`config.mk`:
```
export PLATFORM = sky130hd
export DESIGN_NAME = nor_flash_command_sequencer
export DESIGN_NICKNAME = d
export VERILOG_FILES = /design/src/rtl/nfcs_pkg.sv /design/src/rtl/nfcs_step.sv /design/src/rtl/nor_flash_command_sequencer.sv
export SDC_FILE = /design/constraint.sdc
export NUM_CORES = 1
export LEC_CHECK = 0
export ABC_AREA = 1
export BUFFER_PORTS_ARGS = -buffer_cell sky130_fd_sc_hd__buf_2
export CAP_MARGIN = 20
export CORE_UTILIZATION = 50
export CTS_CLUSTER_SIZE = 28
export DETAILED_ROUTE_END_ITERATION = 10
export HOLD_SLACK_MARGIN = 0.12
export PLACE_DENSITY = 0.76
export SKIP_CTS_REPAIR_TIMING = 1
export SYNTH_ARGS = -nofsm -noshare
export SYNTH_HDL_FRONTEND = slang
export SYNTH_SLANG_ARGS = --single-unit
export TNS_END_PERCENT = 100
```
`constraint.sdc`:
```
create_clock -name i_clk -period 3.41 [get_ports i_clk]
set_input_delay 0 -clock i_clk [delete_from_list [all_inputs] [get_ports i_clk]]
set_output_delay 0 -clock i_clk [all_outputs]
set_load 0.02 [all_outputs]
```
`src/rtl/nfcs_pkg.sv`:
```
// shared types, command constants and helpers for the nor flash command sequencer
`default_nettype none

package nfcs_pkg;

    localparam int SECTOR_COUNT_DEF      = 35;
    localparam int WORD_ADDRESS_BITS_DEF = 20;

    localparam int WORD_ADDR_W = 20;
    localparam int DATA_W      = 16;
    localparam int STEP_W      = 3;

    // host command selector
    typedef enum logic [1:0] {
        MODE_READ_ID = 2'd0,
        MODE_PROGRAM = 2'd1,
        MODE_ERASE   = 2'd2,
        MODE_POLL    = 2'd3
    } t_mode;

    typedef enum logic [1:0] {
        KIND_WRITE  = 2'd0,
        KIND_READ   = 2'd1,
        KIND_REPORT = 2'd2
    } t_kind;

    typedef enum logic [2:0] {
        ST_NONE     = 3'd0,
        ST_BUSY     = 3'd1,
        ST_DONE     = 3'd2,
        ST_TIMEOUT  = 3'd3,
        ST_IDLE     = 3'd4,
        ST_REJECTED = 3'd5
    } t_status;

    // bus-cycle sequence chosen for one command
    typedef enum logic [2:0] {
        JOB_REJECT  = 3'd0,
        JOB_IDLE    = 3'd1,
        JOB_READ_ID = 3'd2,
        JOB_PROGRAM = 3'd3,
        JOB_ERASE   = 3'd4,
        JOB_DONE    = 3'd5,
        JOB_TIMEOUT = 3'd6,
        JOB_BUSY    = 3'd7
    } t_job;

    typedef struct packed {
        t_kind                  kind;
        logic [WORD_ADDR_W-1:0] addr;
        logic [DATA_W-1:0]      data;
        t_status                status;
    } t_result;

    localparam logic [WORD_ADDR_W-1:0] ADDR_UNLOCK1 = 20'h00555;
    localparam logic [WORD_ADDR_W-1:0] ADDR_UNLOCK2 = 20'h002aa;
    localparam logic [WORD_ADDR_W-1:0] ADDR_ZERO    = 20'h00000;
    localparam logic [WORD_ADDR_W-1:0] ADDR_ONE     = 20'h00001;

    localparam logic [DATA_W-1:0] CMD_UNLOCK1     = 16'h00aa;
    localparam logic [DATA_W-1:0] CMD_UNLOCK2     = 16'h0055;
    localparam logic [DATA_W-1:0] CMD_AUTOSELECT  = 16'h0090;
    localparam logic [DATA_W-1:0] CMD_RESET       = 16'h00f0;
    localparam logic [DATA_W-1:0] CMD_ERASE_SETUP = 16'h0080;
    localparam logic [DATA_W-1:0] CMD_SECTOR_ERS  = 16'h0030;
    localparam logic [DATA_W-1:0] CMD_CHIP_ERS    = 16'h0010;
    localparam logic [DATA_W-1:0] CMD_PROGRAM     = 16'h00a0;

    localparam int DQ6 = 6;
    localparam int DQ5 = 5;

    // boot-sector layout: small sectors at the bottom, then 32k-word sectors
    function automatic logic [WORD_ADDR_W-1:0] sector_word_addr(input logic [5:0] sec);
        logic [5:0] rel;
        rel = sec - 6'd3;
        case (sec)
            6'd0:    sector_word_addr = 20'h00000;
            6'd1:    sector_word_addr = 20'h02000;
            6'd2:    sector_word_addr = 20'h03000;
            6'd3:    sector_word_addr = 20'h04000;
            default: sector_word_addr = {rel[4:0], 15'd0};
        endcase
    endfunction

endpackage

`default_nettype wire

```
`src/rtl/nfcs_step.sv`:
```
// result generator: one bus cycle or report for a given sequence and step
`default_nettype none

module nfcs_step
    import nfcs_pkg::*;
(
    input  var t_job                   i_job,
    input  var logic [STEP_W-1:0]      i_step,
    input  var logic [WORD_ADDR_W-1:0] i_addr,
    input  var logic [DATA_W-1:0]      i_data,
    output t_result                    o_res,
    output logic                       o_last
);

    function automatic t_result wr(input logic [WORD_ADDR_W-1:0] a, input logic [DATA_W-1:0] d);
        t_result r;
        r.kind   = KIND_WRITE;
        r.addr   = a;
        r.data   = d;
        r.status = ST_NONE;
        return r;
    endfunction

    function automatic t_result rd(input logic [WORD_ADDR_W-1:0] a);
        t_result r;
        r.kind   = KIND_READ;
        r.addr   = a;
        r.data   = '0;
        r.status = ST_NONE;
        return r;
    endfunction

    function automatic t_result rpt(input t_status s);
        t_result r;
        r.kind   = KIND_REPORT;
        r.addr   = '0;
        r.data   = '0;
        r.status = s;
        return r;
    endfunction

    always_comb begin
        o_res  = rpt(ST_NONE);
        o_last = 1'b1;
        unique case (i_job)
            JOB_REJECT: o_res = rpt(ST_REJECTED);
            JOB_IDLE:   o_res = rpt(ST_IDLE);
            JOB_DONE:   o_res = rpt(ST_DONE);
            JOB_BUSY:   o_res = rpt(ST_BUSY);
            JOB_TIMEOUT: begin
                if (i_step == 3'd0) begin
                    o_res  = wr(ADDR_ZERO, CMD_RESET);
                    o_last = 1'b0;
                end else begin
                    o_res = rpt(ST_TIMEOUT);
                end
            end
            JOB_READ_ID: begin
                o_last = (i_step == 3'd5);
                case (i_step)
                    3'd0:    o_res = wr(ADDR_UNLOCK1, CMD_UNLOCK1);
                    3'd1:    o_res = wr(ADDR_UNLOCK2, CMD_UNLOCK2);
                    3'd2:    o_res = wr(ADDR_UNLOCK1, CMD_AUTOSELECT);
                    3'd3:    o_res = rd(ADDR_ZERO);
                    3'd4:    o_res = rd(ADDR_ONE);
                    default: o_res = wr(ADDR_ZERO, CMD_RESET);
                endcase
            end
            JOB_PROGRAM: begin
                o_last = (i_step == 3'd3);
                case (i_step)
                    3'd0:    o_res = wr(ADDR_UNLOCK1, CMD_UNLOCK1);
                    3'd1:    o_res = wr(ADDR_UNLOCK2, CMD_UNLOCK2);
                    3'd2:    o_res = wr(ADDR_UNLOCK1, CMD_PROGRAM);
                    default: o_res = wr(i_addr, i_data);
                endcase
            end
            JOB_ERASE: begin
                o_last = (i_step == 3'd5);
                case (i_step)
                    3'd0:    o_res = wr(ADDR_UNLOCK1, CMD_UNLOCK1);
                    3'd1:    o_res = wr(ADDR_UNLOCK2, CMD_UNLOCK2);
                    3'd2:    o_res = wr(ADDR_UNLOCK1, CMD_ERASE_SETUP);
                    3'd3:    o_res = wr(ADDR_UNLOCK1, CMD_UNLOCK1);
                    3'd4:    o_res = wr(ADDR_UNLOCK2, CMD_UNLOCK2);
                    default: o_res = wr(i_addr, i_data);
                endcase
            end
            default: o_res = rpt(ST_NONE);
        endcase
    end

endmodule

`default_nettype wire

```
`src/rtl/nor_flash_command_sequencer.sv`:
```
// nor flash command sequencer top level: command decode, step counter, output register
//
// host commands come in on the slave stream (tuser = mode, tdata = fields), one
// transaction per command. each command expands into one to six results on the
// master stream: flash bus writes, bus read requests or a status report, with
// tlast on the final result of the command.
// a command is decoded in the cycle it is accepted; busy and timeout state update
// at that edge. the step counter then emits one result per cycle into the output
// register while the receiver keeps up; the decoded command is held in the job
// registers and its first result is then loaded into the output register.
// throughput: one result per cycle while the receiver keeps up; a command holds the
// sequencer until all its results are issued (read id and erase 6, program 4, timeout 2, reports 1).
// the next command is accepted in the cycle the last result of the current one
// moves into the output register, so commands run back to back.
// when the receiver stalls, the output register holds its result and the step
// counter waits; input tready drops until the last result can be loaded.
// synchronous active-low reset clears valid flags, step counter and the
// pending-operation and timeout flags; no result is pending after reset.
`default_nettype none

module nor_flash_command_sequencer
    import nfcs_pkg::*;
#(
    parameter int SECTOR_COUNT      = SECTOR_COUNT_DEF,
    parameter int WORD_ADDRESS_BITS = WORD_ADDRESS_BITS_DEF
)(
    input  var logic        i_clk,
    input  var logic        i_rst_n,
    input  var logic        i_s_tvalid,
    output logic            o_s_tready,
    // byte_address[20:0], write_data[36:21], sector[42:37], first_status[58:43],
    // second_status[74:59], zero fill [79:75]
    input  var logic [79:0] i_s_tdata,
    // mode[1:0]
    input  var logic [1:0]  i_s_tuser,
    output logic            o_m_tvalid,
    input  var logic        i_m_tready,
    // word_address[19:0], bus_data[35:20], status[38:36], zero fill [39]
    output logic [39:0]     o_m_tdata,
    // cycle_kind[1:0]
    output logic [1:0]      o_m_tuser,
    output logic            o_m_tlast
);

    localparam int ADDR_BITS = (WORD_ADDRESS_BITS < WORD_ADDR_W) ? WORD_ADDRESS_BITS
                                                                 : WORD_ADDR_W;
    localparam logic [WORD_ADDR_W-1:0] ADDR_MASK =
        WORD_ADDR_W'((64'd1 << ADDR_BITS) - 64'd1);
    localparam logic [6:0] SECTOR_LIMIT = 7'(SECTOR_COUNT);

    t_mode               s_mode;
    logic [20:0]         s_byte_addr;
    logic [DATA_W-1:0]   s_wdata;
    logic [5:0]          s_sector;
    logic [DATA_W-1:0]   s_status1;
    logic [DATA_W-1:0]   s_status2;

    assign s_mode      = t_mode'(i_s_tuser);
    assign s_byte_addr = i_s_tdata[20:0];
    assign s_wdata     = i_s_tdata[36:21];
    assign s_sector    = i_s_tdata[42:37];
    assign s_status1   = i_s_tdata[58:43];
    assign s_status2   = i_s_tdata[74:59];

    logic                   r_job_valid;
    t_job                   r_job, n_job;
    logic [STEP_W-1:0]      r_step;
    logic [WORD_ADDR_W-1:0] r_job_addr, n_job_addr;
    logic [DATA_W-1:0]      r_job_data, n_job_data;
    logic                   r_busy, n_busy;
    logic                   r_timeout, n_timeout;
    logic                   r_out_valid;
    t_result                r_out;
    logic                   r_out_last;

    t_result                step_res;
    logic                   step_last;
    logic                   out_load;
    logic                   s_acc;
    logic                   toggled;
    logic                   unused_fill;

    assign unused_fill = ^i_s_tdata[79:75];

    nfcs_step u_step (
        .i_job  (r_job),
        .i_step (r_step),
        .i_addr (r_job_addr),
        .i_data (r_job_data),
        .o_res  (step_res),
        .o_last (step_last)
    );

    assign out_load   = r_job_valid && (!r_out_valid || i_m_tready);
    assign o_s_tready = !r_job_valid || (step_last && out_load);
    assign s_acc      = i_s_tvalid && o_s_tready;
    assign toggled    = s_status1[DQ6] ^ s_status2[DQ6];

    // command decode and pending-operation state
    always_comb begin
        n_job      = JOB_REJECT;
        n_job_addr = ADDR_ZERO;
        n_job_data = '0;
        n_busy     = r_busy;
        n_timeout  = r_timeout;
        if (s_mode != MODE_POLL && r_busy) begin
            n_job = JOB_REJECT;
        end else begin
            unique case (s_mode)
                MODE_READ_ID: n_job = JOB_READ_ID;
                MODE_PROGRAM: begin
                    n_job      = JOB_PROGRAM;
                    n_job_addr = s_byte_addr[20:1];
                    n_job_data = s_wdata;
                    n_busy     = 1'b1;
                    n_timeout  = 1'b0;
                end
                MODE_ERASE: begin
                    n_job     = JOB_ERASE;
                    n_busy    = 1'b1;
                    n_timeout = 1'b0;
                    if ({1'b0, s_sector} < SECTOR_LIMIT) begin
                        n_job_addr = sector_word_addr(s_sector);
                        n_job_data = CMD_SECTOR_ERS;
                    end else begin
                        n_job_addr = ADDR_UNLOCK1;
                        n_job_data = CMD_CHIP_ERS;
                    end
                end
                MODE_POLL: begin
                    if (!r_busy) begin
                        n_job = JOB_IDLE;
                    end else if (!toggled) begin
                        n_job     = JOB_DONE;
                        n_busy    = 1'b0;
                        n_timeout = 1'b0;
                    end else if (r_timeout) begin
                        n_job     = JOB_TIMEOUT;
                        n_busy    = 1'b0;
                        n_timeout = 1'b0;
                    end else begin
                        n_job = JOB_BUSY;
                        if (s_status2[DQ5]) begin
                            n_timeout = 1'b1;
                        end
                    end
                end
                default: n_job = JOB_REJECT;
            endcase
        end
    end

    always_ff @(posedge i_clk) begin
        if (!i_rst_n) begin
            r_job_valid <= 1'b0;
            r_step      <= '0;
            r_busy      <= 1'b0;
            r_timeout   <= 1'b0;
        end else if (s_acc) begin
            r_job_valid <= 1'b1;
            r_step      <= '0;
            r_busy      <= n_busy;
            r_timeout   <= n_timeout;
        end else if (out_load) begin
            if (step_last) begin
                r_job_valid <= 1'b0;
            end else begin
                r_step <= r_step + 3'd1;
            end
        end
    end

    always_ff @(posedge i_clk) begin
        if (s_acc) begin
            r_job      <= n_job;
            r_job_addr <= n_job_addr;
            r_job_data <= n_job_data;
        end
    end

    always_ff @(posedge i_clk) begin
        if (!i_rst_n) begin
            r_out_valid <= 1'b0;
        end else if (out_load) begin
            r_out_valid <= 1'b1;
        end else if (i_m_tready) begin
            r_out_valid <= 1'b0;
        end
    end

    always_ff @(posedge i_clk) begin
        if (out_load) begin
            r_out      <= step_res;
            r_out_last <= step_last;
        end
    end

    assign o_m_tvalid = r_out_valid;
    assign o_m_tuser  = r_out.kind;
    assign o_m_tdata  = {unused_fill & 1'b0, r_out.status, r_out.data, r_out.addr & ADDR_MASK};
    assign o_m_tlast  = r_out_last;

    // a timeout sighting only exists while an operation is pending
    a_timeout_needs_busy: assert property (@(posedge i_clk) disable iff (!i_rst_n)
        r_timeout |-> r_busy)
        else $error("timeout flag set without a pending operation");

    // program or erase accepted while idle leaves an operation pending
    a_program_sets_busy: assert property (@(posedge i_clk) disable iff (!i_rst_n)
        (s_acc && !r_busy && (s_mode == MODE_PROGRAM || s_mode == MODE_ERASE))
        |=> r_busy)
        else $error("program or erase did not mark the operation pending");

    // a status report always closes its command
    a_report_is_last: assert property (@(posedge i_clk) disable iff (!i_rst_n)
        (o_m_tvalid && o_m_tuser == KIND_REPORT) |-> o_m_tlast)
        else $error("status report without tlast");

    // the step counter never runs past the longest sequence
    a_step_range: assert property (@(posedge i_clk) disable iff (!i_rst_n)
        r_job_valid |-> (r_step <= 3'd5))
        else $error("step counter out of range");

endmodule

`default_nettype wire
```
==> reports/metrics.csv <==
stage;metric;value;unit
grt;grt_max_degree;41;
yosys;synth_area;4300;µm²
setup_path;crit_fanout;8;
min_path;worst_hold_path.num_cells;4;
die;die_y;94.7;µm
drt;first_pass_iters;5;
grt;grt_use_total;19.2;%
yosys;seq_area_frac_synth;59.9;%
die;core-area;8260;µm²
setup_path;reg2reg_to;r_busy$_SDFFE_PN0P_;
drt;wl_per_cell;13.7;µm
run;drv_cap;0;
layout;diodes;0;
min_path;hold_start;i_s_tdata[42];
yosys;synthTopCellsByArea;edfxtp_1 57%, nand2_1 5.9%, nor2_1 5.8%;
timing;fin_crit_sh;82.5;%
timing;setup_viol;0;
timing;fmaxAchievable;355;MHz
timing;drv_slew;0;
yosys;synth_cell_types;39;
drt;vias;3546;
clock_tree;cts_sinks;88;
clock_tree;insertion_delay;360;ps
drt;drtIter0Drc;266;
pwr;p_leak;2.40;nW
placed_design;port-buffer-count;94;
timing;worst_clock_skew;10.3;ps
yosys;ys.warnings.count;0;
timing;setup_tns;0;ps
yosys;synth_top_area_share;56.6;%
grt;gr-total-overflow;0;
clock_tree;cts_tree;done;
die;die_x;94.7;µm
min_path;hp-class;input port to flip-flop;
drt;met1_length;3650;µm
placed_design;dp_cells;617;
drt;ant_nets;0;
placed_design;place_congestion;0.905;
timing;grt_setup_unrepaired;no;
clock_tree;clockBufferDepth;2;
clock_tree;path_clk_slew;90;ps
timing;hold-worst-slack;112;ps
layout;fin_area;5530;µm²
setup_path;arrival;3130;ps
setup_path;worstPathRequired;3720;ps
drt;wirelength;9280;µm
grt;antenna_found_initial;0;
clock_tree;cts_made_buffers;9;
placed_design;dpl.hpwl;6160;µm
drt;drc;0;
run_status;status;completed;
pwr;p_per_area;431;nW/µm²
pwr;ir_drop;0.000214;V
grt;grt_pass1_wl;13000;µm
setup_path;startpoint_type;flip-flop;
setup_path;ff2ff_path_depth;15;
layout;layout.cells.non_filler;678;
yosys;synthCells;428;
layout;drive_gt1_share;23.9;%
grt;grt_pass1_vias;2876;
drt;wl_met2;4830;µm
setup_path;end_kind;flip-flop;
setup_path;reg2reg_from;r_step[0]$_SDFFE_PP0P_;
clock_tree;clockRootBuffer;clkbuf_8;
die;die-area;8970;µm²
yosys;syn_area_per_cell;10.0;µm²
layout;nets;669;
die;initial_core_util;52.0;%
yosys;yosys.area.top_type;edfxtp_1;
layout;layout_common_cells;94 x buf_2, 81 x edfxtp_1, 67 x nand2_1, 66 x nor2_1, 45 x dlygate4sd3_1;
drt;top_layer;met4;
drt;met3_length;560;µm
timing;slew_headroom;48.2;%
timing;tightestPinTransition;776;ps
min_path;hold-path-endpoint;r_job_data[5]$_SDFFCE_PP0P_;
layout;final_common_cell;buf_2;
clock_tree;cts-htree-levels;3;
yosys;syn_nets;529;
setup_path;r2r_setup_slack;600;ps
setup_path;path_class;flip-flop to flip-flop;
die;rows;33;
layout;area_delta_synth_final;28.7;%
timing;hold_violations;0;
placed_design;placedInstanceArea;4880;µm²
die;io_pins;131;
yosys;synth-seq-cells;88;
timing;fin_crit;2810;ps
layout;postLayoutCoreUtil;67.0;%
drt;viasPerCell;5.23;
-- kinds of logic after synthesis --
kind of cell / count (synthesis) / share of synthesized area, %
buffers and inverters: 62 / 5.88
other: 1 / 0.0873
adder cells (fa/ha/maj): 15 / 4.37
AO/OA/AOI/OAI: 85 / 11.3
flip-flops: 88 / 59.9
AND/OR/NAND/NOR: 173 / 17.7
XOR/XNOR: 4 / 0.815
-- per-stage QoR --
stage                     total power, mW  setup slack (ps)
after global routing                 2.48               423
after detailed placement             1.63              1150
after global placement               1.62              1270
after floorplan                      1.52               640
final                                2.39               597
after CTS                            2.35              1130
-- sequential cells by signal, indices dropped and copies added (netlist names) --
signal and flops:
r_job_data 16, o_m_tvalid 1, r_busy 1, r_job 3
r_job_addr 20, o_m_tdata 39, r_timeout 1, o_m_tlast 1
o_m_tuser 2, r_step 3, r_job_valid 1
-- layer usage --
layer,GRT usage (%),vias up
li1,-,1735
met1,23.4,1643
met2,32.4,144
met3,4.43,24
met4,8.59,0
met5,0,-
-- cells in the mapped netlist --
library cell	number
nand2_2	4
inv_1	43
inv_4	1
nand4_1	3
a21oi_1	19
nand2_8	1
o21ai_0	44
a31oi_1	2
xnor2_1	1
o21ai_1	1
edfxtp_1	81
nor2_2	2
clkbuf_1	9
o21ai_2	1
o211ai_1	4
a21oi_2	3
xor2_1	3
nand2_4	2
o31ai_1	1
a31oi_2	1
nand3_1	22
nor2_1	66
buf_2	1
nand3_2	1
o2111ai_1	1
nand2_1	67
clkbuf_2	1
nor3_1	2
dfxtp_1	7
a22oi_1	7
or2_4	1
inv_2	4
nand3_4	1
ha_1	15
buf_6	1
conb_1	1
o22ai_1	1
buf_4	2
or2_2	1
-- worst max path at each step --
stage	startpoint	end	slack (ps)
finish	r_step[0]$_SDFFE_PP0P_	r_busy$_SDFFE_PN0P_	600
global route	r_step[1]$_SDFFE_PP0P_	r_busy$_SDFFE_PN0P_	420
CTS	r_step[0]$_SDFFE_PP0P_	o_m_tdata[1]$_DFFE_PP_	1130
detailed placement	r_step[0]$_SDFFE_PP0P_	o_m_tdata[1]$_DFFE_PP_	1150
global placement	r_step[0]$_SDFFE_PP0P_	o_m_tdata[26]$_DFFE_PP_	1270
floorplan	r_step[0]$_SDFFE_PP0P_	r_step[0]$_SDFFE_PP0P_	640
-- where the power goes --
group,internal (mW),switching [mW],leakage [nW]
Combinational,0.140,0.221,1.44
Sequential,1.26,0.0313,0.869
Clock,0.343,0.385,0.0885
Total,1.75,0.637,2.40
-- worst max-delay path: stages, from the launching register on --
cell           delay [ps]
dfxtp_1               380
inv_1                 110
ha_1                  290
nand2_8               130
nand2_2                40
nand2_1                70
nand2_2                70
nand3_4               100
nand2_4                70
nand2_2                90
nand4_1               110
nand2_1                80
nand2_1                40
dlygate4sd3_1         550
nor2_1                 90
dlygate4sd3_1         540
-- layout make-up --
class	count	area (µm²)
sequential	88	2570
tap	105	131
clock inverter	7	77.6
multi-input combinational	278	1480
inverter	48	183
fill	661	2730
clock buffer	9	124
timing repair buffer	143	963
(Power assumes the default switching activity.)
